## src/hdl/osset_pkg.sv

```systemverilog
// osset_pkg: shared types and constants for the order statistic set
// operation and status codes, fixed port widths, shift command of a cell
// no dependencies
`timescale 1ns / 1ps

package osset_pkg;

	localparam int OPERAND_W   = 32;
	localparam int VALUE_W     = 32;
	localparam int STATUS_W    = 3;
	localparam int OCC_W       = 9;
	localparam int OP_W        = 2;

	localparam int DEF_CAPACITY = 256;
	localparam int DEF_KEY_BITS = 32;
	localparam int DEF_GROUP    = 16;

	typedef enum logic [OP_W-1:0] {
		OP_INSERT = 2'd0,
		OP_DELETE = 2'd1,
		OP_SELECT = 2'd2,
		OP_RANK   = 2'd3
	} op_t;

	typedef enum logic [STATUS_W-1:0] {
		ST_OK      = 3'd0,
		ST_PRESENT = 3'd1,
		ST_ABSENT  = 3'd2,
		ST_RANGE   = 3'd3,
		ST_FULL    = 3'd4
	} status_t;

	// shift request broadcast to every cell in the commit cycle
	typedef struct packed {
		logic ins;
		logic del;
	} cell_cmd_t;

endpackage

```

## src/hdl/osset_cell.sv

```systemverilog
// osset_cell: one slot of the sorted row; holds a key, compares it with the
// broadcast key and shifts left or right with its neighbors
// depends on osset_pkg
`timescale 1ns / 1ps

module osset_cell #(
	parameter int INDEX    = 0,
	parameter int KEY_BITS = 32,
	parameter int IDX_W    = 8,
	parameter int CNT_W    = 9,
	parameter int WORD_W   = 32
) (
	input  logic                  clk,
	input  logic                  load,
	input  logic [KEY_BITS-1:0]   key,
	input  logic [IDX_W-1:0]      sel_index,
	input  logic                  is_select,
	input  logic [CNT_W-1:0]      count,
	input  osset_pkg::cell_cmd_t  cmd,
	input  logic [KEY_BITS-1:0]   ins_key,
	input  logic                  left_lt,
	input  logic [KEY_BITS-1:0]   left_key,
	input  logic [KEY_BITS-1:0]   right_key,
	output logic [KEY_BITS-1:0]   stored_key,
	output logic                  lt,
	output logic                  eq,
	output logic [WORD_W-1:0]     word
);
	import osset_pkg::*;

	logic [KEY_BITS-1:0] key_q;
	logic                lt_q;
	logic                eq_q;
	logic [WORD_W-1:0]   word_q;
	logic                occ;
	logic                lt_c;
	logic                eq_c;

	assign occ  = CNT_W'(INDEX) < count;
	assign lt_c = occ && ($signed(key_q) < $signed(key));
	assign eq_c = occ && (key_q == key);

	always_ff @(posedge clk) begin
		if (load) begin
			lt_q <= lt_c;
			eq_q <= eq_c;
			// select hit carries the key, rank hit carries the 1-based position
			if (is_select) begin
				word_q <= (sel_index == IDX_W'(INDEX)) ? WORD_W'(key_q) : '0;
			end else begin
				word_q <= eq_c ? WORD_W'(CNT_W'(INDEX + 1)) : '0;
			end
		end
	end

	always_ff @(posedge clk) begin
		if (cmd.ins && !lt_q) begin
			key_q <= left_lt ? ins_key : left_key;
		end else if (cmd.del && !lt_q) begin
			key_q <= right_key;
		end
	end

	assign stored_key = key_q;
	assign lt         = lt_q;
	assign eq         = eq_q;
	assign word       = word_q;

endmodule

```

## config.mk

```make
export PLATFORM = sky130hd
export DESIGN_NAME = osset_cell
export DESIGN_NICKNAME = d
export VERILOG_FILES = /design/src/hdl/osset_pkg.sv /design/src/hdl/osset_cell.sv
export SDC_FILE = /design/constraint.sdc
export NUM_CORES = 1
export LEC_CHECK = 0
export ABC_AREA = 1
export BUFFER_PORTS_ARGS = -buffer_cell sky130_fd_sc_hd__buf_2
export CAP_MARGIN = 20
export CORE_ASPECT_RATIO = 1.5
export CORE_MARGIN = 3
export CORE_UTILIZATION = 49
export DETAILED_ROUTE_END_ITERATION = 8
export GPL_TIMING_DRIVEN = 0
export PLACE_DENSITY = 0.87
export SETUP_SLACK_MARGIN = 0.02
export SYNTH_ARGS = -nofsm -noshare
export SYNTH_HDL_FRONTEND = slang
export SYNTH_SLANG_ARGS = --single-unit
export TNS_END_PERCENT = 1
```

## constraint.sdc

```tcl
create_clock -name clk -period 4.91 [get_ports clk]
set_input_delay 0.491 -clock clk [delete_from_list [all_inputs] [get_ports clk]]
set_output_delay 0.491 -clock clk [all_outputs]
set_load 0.02 [all_outputs]
```

## Word-level counts from Yosys, hierarchy flattened

Index checks and enable logic that the tools add are counted.

- Bits in registers: 66
- Latch bits: 0
- Bits in writable memories: 0
- Memory bits (read-only): 0
- Output and inout bits: 66
- Logic and storage cells: 20
- Memories kept: 0

- Add/sub/neg operators: 0
- $mul: 0
- Div/mod/pow operators: 0
- $lt $le $gt $ge: 2
- Equality and inequality tests: 1
- Shifts and indexed selects: 0
- Multiplexer cells: 6
- Bitwise gates (word level): 0
- Reduce and logical (&&, ||, !) cells: 7

Operator list:

| cell | count |
|---|---|
| 32-bit two-way mux | 5 |
| 32-bit equality test | 1 |
| 32-bit < comparator | 1 |
| 1-bit by 9-bit < comparator with 1-bit output (first input constant) | 1 |
| 8-bit zero test | 1 |
| 1-bit logical AND | 4 |
| 2-bit nonzero test | 1 |
| 1-bit zero test | 1 |
| 1-bit two-way mux | 1 |

## Longest topological paths before layout

Gate-level depths: netlist of run 1.

- Depth after elaboration: 4
- Depth in mapped cells: 16
- Depth with buffers taken out: 16

## Worst setup path after synthesis of run 1

Ideal clock, no wire load.

- Path type: register -> register
- Start: register lt_q, in the netlist lt
- End: register key_q[0], in the netlist stored_key[0] (enable)
- Arrival: 1.939 ns
- Setup slack: 2.549 ns
- Stages on the path, launching flop included: 2
- Period minus slack after synthesis: 2.361 ns
- Cells stage by stage: edfxtp_1 -> nor2_1

- Word-level cells in the longest chain between the ends: 3
- Elaborated cells between the ends (all ways): 4
- Those cells by class: reduce/logical: 4

Ends and longest elaborated chain:

| what | RTL line | RTL |
|---|---|---|
| from (decl) | osset_cell.sv:32 | `logic lt_q;` |
| from (signal assigned) | osset_cell.sv:45 | `lt_q <= lt_c;` |
| 1-bit zero test * | osset_cell.sv:57, osset_cell.sv:59 |  |
| 1-bit logical AND (on tied branches) | osset_cell.sv:57, osset_cell.sv:59 |  |
| 2-bit nonzero test (no source line) * | -- |  |
| to (signal assigned) | osset_cell.sv:58 | `key_q <= left_lt ? ins_key : left_key;` |
| to (signal assigned) | osset_cell.sv:60 | `key_q <= right_key;` |
| to (decl) | osset_cell.sv:31 | `logic [KEY_BITS-1:0] key_q;` |

Mark *: on every way between the ends. The rest lies on a longest branch, timed or not.
A chain may end at the register's enable or synchronous reset.

## Worst setup path after layout of run 1

- Start: register key_q[31], in the netlist stored_key[31]
- End: register lt_q, in the netlist lt, data pin

- Word-level cells in the longest chain between the ends: 2

Ends and longest elaborated chain:

| what | RTL line | RTL |
|---|---|---|
| 32-bit < comparator | osset_cell.sv:40 | `assign lt_c = occ && ($signed(key_q) < $signed(key));` |
| 1-bit logical AND | osset_cell.sv:40 |  |
| net lt_c | osset_cell.sv:36 | `logic lt_c;` |

The timed path passes the listed nets, and every way through them passes these cells.

==> summary.txt, run 1 <==
Final layout
  – Fin util: 70.1%
  – Net count, final: 844
  – Most frequent cells in the layout: 226 x buf_2, 103 x nand2_1, 74 x inv_1
  – FILL cells: 610
  – Area of the multi-input gates: 0.00156 sq mm
  – Post-Layout Cell Count: 768
  – Cell area after layout: 0.00541 sq mm
  – Commonest non-fill, non-tap cell in the layout: buf_2
  – Reg area: 0.00198 sq mm
  – Ratio of cells with drive above 1 in the final layout: 41.7%
  – Antenna Diode Count: 0
  – Layout area overhead: 38.0%

Min path
  – Hold Path Depth: 3
  – Hold/Removal Path Class: input port to register
  – Hold path startpoint: right_key[30]
  – Worst Hold End: stored_key[30]

Synthesis
  – Share of the synthesized area in the top cell type: 50.6%
  – Avg Cell Area, Syn: 9.03 sq um
  – Synthesized cell area: 0.00392 sq mm
  – Register bit total from synthesis: 66
  – Synth cell types: 22
  – Area contributors post-synth: edfxtp_1 51%, ha_1 10%, nand2_1 9.9%
  – Top cell type by total area after synthesis: edfxtp_1
  – Post-Synthesis Cells: 434
  – Sequential-to-total area share from yosys stat: 50.6%
  – Yosys warning count: 0
  – Post-Syn Nets: 617

Power
  – Total power draw: 1.65 mW
  – Total leakage power: 2.86 nW
  – Sw frac: 28.9%
  – Clk pwr share: 32.7%
  – VDD IR-drop max: 0.178 mV
  – P_int: 1.17 mW
  – PwrDens: 305 mW/mm^2
  – Comb pwr share: 23.6%
  – Seq pwr share: 43.7%
  – Switch Pwr: 477 uW

Drt
  – 1st-iter DRT viols: 194
  – Antenna-violating nets left: 0
  – TritonRoute pass-1 iters: 5
  – Via count: 3740
  – WL final: 10.5 mm
  – Drc violations: 0
  – Drt wl/cell: 13.6 um
  – Via density: 4.87

Critical path
  – Worst EP required: 4.99 ns
  – R2R depth: 10
  – Crit path launch type: register
  – Most frequent CP cell: nand2_1
  – Reg-to-reg critical path endpoint: lt
  – Reg2Reg Setup Slack: 3.14 ns
  – Critical path class: register to register
  – Critical path's largest stage delay: 0.42 ns
  – Worst-path cell chain: ha_1, nand2_1, nor2_2, nand2_1, nor2_2, nand2_1, nand2_1, nand2_1, nand2_1, nor2_1
  – Worst-path maximum fanout: 4
  – CP max stage cell: edfxtp_1
  – CP arrival: 1.85 ns
  – Reg-to-Reg Start: stored_key[31]
  – Crit end category: register

Global routing
  – Largest net degree at the start of global routing: 35
  – Grt peak-use layer: met2
  – First-pass GRT wire length: 15.9 mm
  – Initial antenna violation count: 0
  – GR Util met3: 3.97%
  – Met1 Usage GRT: 24.5%
  – Total Routing Usage GR: 22.8%
  – Vias in the first global route: 3571
  – Total gr overflow: 0
  – Met2 Track Usage GR: 41.5%

Run
  – Max-Cap Viols: 0

Clock network
  – CTS resizes: 0
  – Worst-Skew Late Latency: 0.32 ns
  – CTS Buf Count: 9
  – Number of clock sinks: 66
  – CTS tree: built
  – Setup bufs post-CTS: 0
  – Hold-fix buffers at CTS: 0
  – Clock buffer depth: 2
  – CTS root buf: clkbuf_16
  – Htree depth: 3
  – Clk pin slew, worst setup/hold paths: 0.05 ns

Timing
  – TNS Setup: 0 ns
  – RSZ-0062 raised after global routing: false
  – Least-Margin Pin Slew: 0.703 ns
  – Final setup violation count: 0
  – Rel. slew slack: 53.1%
  – Worst clock skew: 0.00488 ns
  – Final critical-path share of the clock period: 36.1%
  – Final Max Slew Viols: 0
  – Highest clock rate: 565 MHz
  – Hold Fails Final Rpt: 0
  – Final critical-path required period: 1.77 ns

Run status
  – Status: complete, no violations

Place
  – Detail Placement HPWL: 9.04 mm
  – IO Port Bufs: 215
  – Cell area after placement: 0.00515 sq mm
  – Cell total after placement: 752
  – Final Wtd Congestion: 0.869

Die
  – Initial Util: 50.8%
  – Core footprint: 0.00771 sq mm
  – Top Ports: 217
  – Die width: 79.0 um
  – Chip height: 116 um
  – DIE AREA: 0.00913 sq mm
  – Site row count: 39
## logic make-up (layout without fill, tap and decap cells)
group	after synthesis	count (layout)	synth area share [%]
simple gates	196	196	22.1
compound gates	50	50	7.57
buf+inv	90	322	9.55
fa+ha+maj	32	32	10.2
flops	66	66	50.6
## through the flow
step / setup WS (ns) / hold WS (ns)
6_report: 3.14 / 0.520
5_1_grt: 2.97 / 0.524
4_1_cts: 3.13 / 0.505
3_5_place_dp: 2.96 / 0.604
3_3_place_gp: 2.12 / 0.604
2_1_floorplan: 2.55 / 0.603
## worst max-delay path by stage
stage / cells past startpoint / to / from
4_1_cts: 10 / lt / stored_key[31]
3_3_place_gp: 3 / stored_key[4] / cmd[1]
3_5_place_dp: 12 / lt / key[31]
6_report: 10 / lt / stored_key[31]
5_1_grt: 10 / lt / stored_key[31]
2_1_floorplan: 1 / stored_key[0] / lt
## critical path, delay by kind of cell, from the launching register on
family | cells | cell delay [ns]
adders and majority gates | 1 | 0.36
DFF | 1 | 0.42
and+or+nand+nor | 9 | 0.74
## synth_stat cells
master,n
nand4_2,1
buf_2,11
nand3_1,4
a21o_1,1
clkbuf_1,2
inv_1,74
nor2_4,3
nor4_1,1
o21a_1,1
nor3_1,1
a21oi_1,13
a31oi_1,32
nand2_1,103
nand4_1,2
o21ai_0,2
edfxtp_1,66
o22ai_1,1
buf_6,3
nor2_2,30
ha_1,32
nor4_2,1
nor2_1,50
## flip-flops by register name, summed over array words and instances, names as in the netlist
register    count
stored_key     32
eq              1
lt              1
word           32
## area by class of cell
cell class	instances	share of cell area (%)
inverter	74	5.14
tap	102	2.36
multi-input combinational	278	28.9
clock buffer	12	4.37
timing repair buffer	216	20.4
sequential	66	36.7
buffer	16	1.78
clock inverter	4	0.347
## power groups by stage
stage / Sequential [mW] / Clock [mW] / Combinational, mW
CTS: 0.721 / 0.552 / 0.392
global placement: 0.732 / 0 / 0.368
finish: 0.721 / 0.539 / 0.390
global route: 0.726 / 0.576 / 0.437
detailed placement: 0.732 / 0 / 0.390
floorplan: 0.778 / 0 / 0.171
## metal layers
layer	up-vias	share of wire [%]
met5	-	0
li1	1877	-
met2	185	53
met1	1647	36
met4	0	4.1
met3	31	6.9
(Power assumes the default switching activity.)
==> run 2: changes to the inputs <==
--- a/config.mk
+++ b/config.mk
@@ -10,10 +10,10 @@
 export CAP_MARGIN = 20
 export CORE_ASPECT_RATIO = 1.5
 export CORE_MARGIN = 3
-export CORE_UTILIZATION = 49
+export CORE_UTILIZATION = 45
 export DETAILED_ROUTE_END_ITERATION = 8
 export GPL_TIMING_DRIVEN = 0
-export PLACE_DENSITY = 0.87
+export PLACE_DENSITY = 0.81
 export SETUP_SLACK_MARGIN = 0.02
 export SYNTH_ARGS = -nofsm -noshare
 export SYNTH_HDL_FRONTEND = slang
==> constraint.sdc (replaced) <==
create_clock -name clk -period 1.8 [get_ports clk]
set_input_delay 0.18 -clock clk [delete_from_list [all_inputs] [get_ports clk]]
set_output_delay 0.18 -clock clk [all_outputs]
set_load 0.02 [all_outputs]
==> summary.txt, run 2 (synthesis results as in run 1) <==
Run status
  – Status: complete, no violations

Final layout
  – Ratio of cells with drive above 1 in the final layout: 45.9% (+4.2 points)
  – Fin util: 66.7% (-3.4 points)
  – Net count, final: 866 (+2.6%)
  – Antenna Diode Count: 0 (unchanged)
  – Commonest non-fill, non-tap cell in the layout: buf_2
  – Most frequent cells in the layout: 226 x buf_2, 100 x nand2_1, 73 x inv_1
  – Post-Layout Cell Count: 791 (+3.0%)
  – Layout area overhead: 44.1%

Drt
  – Drt wl/cell: 13.5 um (-0.98%)
  – 1st-iter DRT viols: 139 (-28%)
  – Via count: 3757 (+0.45%)
  – Antenna-violating nets left: 0 (unchanged)
  – Via density: 4.75 (-2.5%)
  – TritonRoute pass-1 iters: 5 (unchanged)
  – WL final: 10.7 mm (+2.0%)
  – Drc violations: 0 (unchanged)

Min path
  – Hold/Removal Path Class: input port to register
  – Hold Path Depth: 3 (unchanged)
  – Hold path startpoint: right_key[30]
  – Worst Hold End: stored_key[30]

Critical path
  – Reg2Reg Setup Slack: 0.1 ns (-3.04 ns)
  – Worst EP required: 1.88 ns (-3.11 ns)
  – Reg-to-reg critical path endpoint: lt
  – Crit path launch type: register
  – CP arrival: 1.78 ns (-0.07 ns)
  – R2R depth: 10 (unchanged)
  – Critical path class: register to register
  – Worst-path maximum fanout: 2 (-2)
  – Crit end category: register
  – Reg-to-Reg Start: stored_key[23]

Power
  – Comb pwr share: 25.8% (+2.2 points)
  – PwrDens: 808 mW/mm^2 (+160%)
  – Clk pwr share: 31.1% (-1.6 points)
  – Switch Pwr: 1.31 mW (+170%)
  – Seq pwr share: 43.1% (-0.6 points)
  – P_int: 3.25 mW (+180%)
  – Total leakage power: 2.94 nW (+3.1%)
  – VDD IR-drop max: 0.488 mV (+170%)
  – Sw frac: 28.7% (-0.17 points)

Die
  – Chip height: 120 um (+4.1%)
  – Site row count: 41 (+5.1%)
  – Die width: 82.2 um (+4.0%)
  – Top Ports: 217 (unchanged)
  – Core footprint: 0.00846 sq mm (+9.8%)
  – DIE AREA: 0.00988 sq mm (+8.3%)
  – Initial Util: 46.3% (-4.5 points)

Timing
  – TNS Setup: 0 ns (unchanged)
  – Highest clock rate: 587 MHz (+4.0%)
  – Final setup margin: 0.0971 ns (-3.04 ns)
  – Final setup violation count: 0 (unchanged)
  – RSZ-0062 raised after global routing: true
  – Rel. slew slack: 45.2% (-7.8 points)
  – Final Max Slew Viols: 0 (unchanged)
  – Fin Hold WS: 0.207 ns (-0.313 ns)
  – Hold Fails Final Rpt: 0 (unchanged)
  – Least-Margin Pin Slew: 0.820 ns (+0.116 ns)
  – Worst clock skew: 0.00635 ns (+0.00148 ns)
  – Final critical-path required period: 1.70 ns (-0.0683 ns)
  – Final critical-path share of the clock period: 94.6% (+59 points)

Clock network
  – CTS Buf Count: 9 (unchanged)
  – Worst-Skew Late Latency: 0.33 ns (about the same)
  – Number of clock sinks: 66 (unchanged)
  – Hold-fix buffers at CTS: 0 (unchanged)
  – CTS tree: built
  – Clk pin slew, worst setup/hold paths: 0.05 ns (about the same)
  – CTS root buf: clkbuf_16
  – Htree depth: 3 (unchanged)
  – Clock buffer depth: 2 (unchanged)

Global routing
  – Initial antenna violation count: 0 (unchanged)
  – Largest net degree at the start of global routing: 35 (unchanged)
  – Total Routing Usage GR: 21.6% (-1.2 points)
  – First-pass GRT wire length: 16.0 mm (+0.47%)
  – Total gr overflow: 0 (unchanged)
  – Vias in the first global route: 3457 (-3.2%)

Place
  – Cell total after placement: 756 (+0.53%)
  – IO Port Bufs: 215 (unchanged)
  – Final Wtd Congestion: 0.930 (+7.1%)
  – DP Worst Slack: -0.00315 ns (-2.96 ns)
  – Detail Placement HPWL: 8.97 mm (-0.79%)

Run
  – Max-Cap Viols: 0 (unchanged)
run 2: cell count changes in the layout (fill, tap and decap cells not counted), sizes merged:
cell,change
buf,+22
clkbuf,-2
clkinv,-2
run 2: power by group through the flow:
stage          Sequential, mW  Combinational [mW]  Clock [mW]
2_1_floorplan            2.12               0.470           0
3_3_place_gp             2.00                1.01           0
3_5_place_dp             2.01                1.03           0
4_1_cts                  1.98                1.05        1.44
5_1_grt                  1.98                1.32        1.53
6_report                 1.97                1.18        1.42
run 2: worst max-delay path by stage:
stage / cells past startpoint / end / from
6_report: 10 / lt / stored_key[23]
2_1_floorplan: 10 / lt / stored_key[31]
5_1_grt: 12 / lt / stored_key[15]
4_1_cts: 10 / lt / stored_key[31]
3_5_place_dp: 10 / lt / stored_key[31]
3_3_place_gp: 10 / lt / stored_key[31]
run 2: metal layers:
layer | global-route usage [%] | vias up | share of wire [%]
met5 | 0 | - | 0
met4 | 7.48 | 0 | 1.7
met3 | 4.55 | 18 | 5.6
met2 | 39.2 | 156 | 56
met1 | 24.1 | 1673 | 37
li1 | - | 1910 | -
run 2: repair_timing:
item,in CTS,in global routing
pin swaps,0,10
buffers inserted,1,22
setup endpoints to repair,1,1
gates resized for setup,1,15
run 2: layout make-up:
cell class | instances | area (sq um)
Timing Repair Buffer | 238 | 1250
Buffer | 16 | 96.3
Fill cell | 733 | 2820
Sequential cell | 66 | 1980
Tap cell | 107 | 134
Inverter | 74 | 278
Multi-Input combinational cell | 278 | 1670
Clock buffer | 10 | 229
Clock inverter | 2 | 8.76
run 2: stage by stage:
step | cell area [sq um] | total power, mW
4_1_cts | 5390 | 4.47
2_1_floorplan | 3930 | 2.59
3_5_place_dp | 5130 | 3.04
3_3_place_gp | 5130 | 3.01
5_1_grt | 5650 | 4.82
6_report | 5650 | 4.56
run 2: worst max-delay path, stage by stage, from the launching register on:
cell	delay, ns
edfxtp_1	0.41
ha_1	0.31
nand2_1	0.08
nor2_2	0.13
nand4_1	0.10
nor2_2	0.14
nand2_1	0.07
nand2_1	0.07
nand2_1	0.05
nand2_1	0.05
nor2_1	0.04
==> run 3: changes to the inputs <==
--- a/config.mk
+++ b/config.mk
@@ -8,12 +8,14 @@
 export ABC_AREA = 1
 export BUFFER_PORTS_ARGS = -buffer_cell sky130_fd_sc_hd__buf_2
 export CAP_MARGIN = 20
+export CELL_PAD_IN_SITES_DETAIL_PLACEMENT = 1
+export CELL_PAD_IN_SITES_GLOBAL_PLACEMENT = 1
 export CORE_ASPECT_RATIO = 1.5
 export CORE_MARGIN = 3
-export CORE_UTILIZATION = 45
+export CORE_UTILIZATION = 32
 export DETAILED_ROUTE_END_ITERATION = 8
 export GPL_TIMING_DRIVEN = 0
-export PLACE_DENSITY = 0.81
+export PLACE_DENSITY_LB_ADDON = 0.1
 export SETUP_SLACK_MARGIN = 0.02
 export SYNTH_ARGS = -nofsm -noshare
 export SYNTH_HDL_FRONTEND = slang
==> summary.txt, run 3 (synthesis results as in run 1) <==
Critical path
  – R2R depth: 10 (unchanged)
  – Critical path class: register to register
  – Crit end category: register
  – Critical Path Source: stored_key[22]
  – Worst-path maximum fanout: 2 (unchanged)
  – Worst EP required: 1.88 ns (about the same)
  – Critical Path Sink: lt
  – Reg-to-reg critical path endpoint: lt
  – Reg-to-Reg Start: stored_key[22]
  – CP arrival: 1.86 ns (+0.08 ns)
  – Reg2Reg Setup Slack: 0.02 ns (-0.07 ns)
  – Crit path launch type: register

Global routing
  – Total gr overflow: 0 (unchanged)
  – Total Routing Usage GR: 19.5% (-2.1 points)
  – First-pass GRT wire length: 19.8 mm (+24%)
  – Vias in the first global route: 4220 (+22%)
  – Largest net degree at the start of global routing: 35 (unchanged)
  – Initial antenna violation count: 0 (unchanged)

Die
  – Site row count: 48 (+17%)
  – Top Ports: 217 (unchanged)
  – Core footprint: 0.0117 sq mm (+38%)
  – Chip height: 142 um (+18%)
  – Initial Util: 33.5% (-13 points)
  – DIE AREA: 0.0136 sq mm (+38%)
  – Die width: 96.3 um (+17%)

Drt
  – Met3 wire length: 1.04 mm (+75%)
  – WL final: 13.5 mm (+26%)
  – TritonRoute pass-1 iters: 4 (-1)
  – Via count: 3849 (+2.4%)
  – Drt wl/cell: 16.1 um (+19%)
  – Max layer used: met4
  – Antenna-violating nets left: 0 (unchanged)
  – Metal-1 WL: 4.55 mm (+16%)
  – DR WL met2: 7.58 mm (+27%)
  – 1st-iter DRT viols: 66 (-53%)
  – Drc violations: 0 (unchanged)
  – Via density: 4.62 (-2.8%)

Power
  – Total power draw: 4.89 mW (+7.1%)
  – VDD IR-drop max: 0.407 mV (-17%)
  – Total leakage power: 2.97 nW (+0.74%)
  – PwrDens: 839 mW/mm^2 (+3.8%)

Final layout
  – Antenna Diode Count: 0 (unchanged)
  – Net count, final: 863 (-0.35%)
  – Layout area overhead: 48.6%
  – Fin util: 49.7% (-17 points)
  – Post-Layout Cell Count: 834 (+5.4%)
  – Ratio of cells with drive above 1 in the final layout: 47.2% (+1.3 points)
  – Most frequent cells in the layout: 226 x buf_2, 97 x nand2_1, 73 x inv_1
  – Commonest non-fill, non-tap cell in the layout: buf_2

Timing
  – TNS Setup: 0 ns (unchanged)
  – Worst clock skew: 0.00645 ns (+0.0000940 ns)
  – Final critical-path share of the clock period: 98.7% (+4.1 points)
  – Highest clock rate: 563 MHz (-4.1%)
  – Fin Hold WS: 0.194 ns (-0.0129 ns)
  – Final critical-path required period: 1.78 ns (+0.0737 ns)
  – Rel. slew slack: 43.4% (-1.8 points)
  – Least-Margin Pin Slew: 0.849 ns (+0.0288 ns)
  – Hold Fails Final Rpt: 0 (unchanged)
  – Final setup violation count: 0 (unchanged)
  – Final Max Slew Viols: 0 (unchanged)
  – RSZ-0062 raised after global routing: true

Clock network
  – Clock buffer depth: 2 (unchanged)
  – Clk pin slew, worst setup/hold paths: 0.06 ns (about the same)
  – Htree depth: 3 (unchanged)
  – CTS Buf Count: 9 (unchanged)
  – Worst-Skew Late Latency: 0.33 ns (about the same)
  – CTS root buf: clkbuf_16
  – CTS tree: built
  – Number of clock sinks: 66 (unchanged)
  – Hold-fix buffers at CTS: 0 (unchanged)

Run
  – Max-Cap Viols: 0 (unchanged)

Min path
  – Hold/Removal Path Class: input port to register

Place
  – Detail Placement HPWL: 10.6 mm (+18%)
  – Cell total after placement: 799 (+5.7%)
  – IO Port Bufs: 215 (unchanged)
  – Final Wtd Congestion: 0.753 (-19%)

Run status
  – Status: complete, no violations
## run 3: metrics by stage
step | area, sq um | setup slack (ns)
after floorplan | 3930 | 0.0775
after global routing | 5820 | -0.104
after CTS | 5550 | -0.0211
after detailed placement | 5190 | -0.0492
after global placement | 5190 | -0.0530
final | 5820 | 0.0233
## run 3: layer usage
layer | global-route usage [%] | vias to the layer above
met4 | 6.65 | 0
li1 | - | 1907
met1 | 18.5 | 1792
met3 | 5.09 | 17
met5 | 0 | -
met2 | 38.5 | 133
## run 3: power breakdown
part / internal [mW] / leakage, nW / switching, mW
Clock: 1.05 / 0.135 / 0.625
Combinational: 0.522 / 2.18 / 0.735
Sequential: 1.86 / 0.654 / 0.0940
## run 3: worst max-delay path: stages, from the launching register on
cell and delay (ns):
edfxtp_1 0.44, ha_4 0.31, nand2_4 0.05, nor2_4 0.11, nand4_1 0.16, nor2_2 0.17
nand2_1 0.08, nand2_2 0.07, nand2_1 0.05, nand2_1 0.05, nor2_1 0.04
## run 3: cell type report
| cell class | count | area, sq um |
|---|---|---|
| fillers | 1479 | 5890 |
| flip-flops and latches | 66 | 1980 |
| multi-input cells | 278 | 1770 |
| repair buffers | 235 | 1240 |
| inverters | 74 | 278 |
| clock buffers | 10 | 229 |
| well taps | 150 | 188 |
| plain buffers | 16 | 96.3 |
| clock inverters | 5 | 46.3 |
## run 3: worst min path at each step
stage                   from        endpoint  cells past startpoint
2_1_floorplan           load              eq                      0
3_3_place_gp   right_key[18]  stored_key[18]                      3
3_5_place_dp   right_key[14]  stored_key[14]                      3
4_1_cts        right_key[14]  stored_key[14]                      3
5_1_grt        right_key[24]  stored_key[24]                      3
6_report       right_key[24]  stored_key[24]                      3
## run 3: what timing repair did
action	CTS	global route
buffers inserted	7	12
gates resized for setup	6	25
pin swaps	8	10
endpoints found under the setup margin	25	3
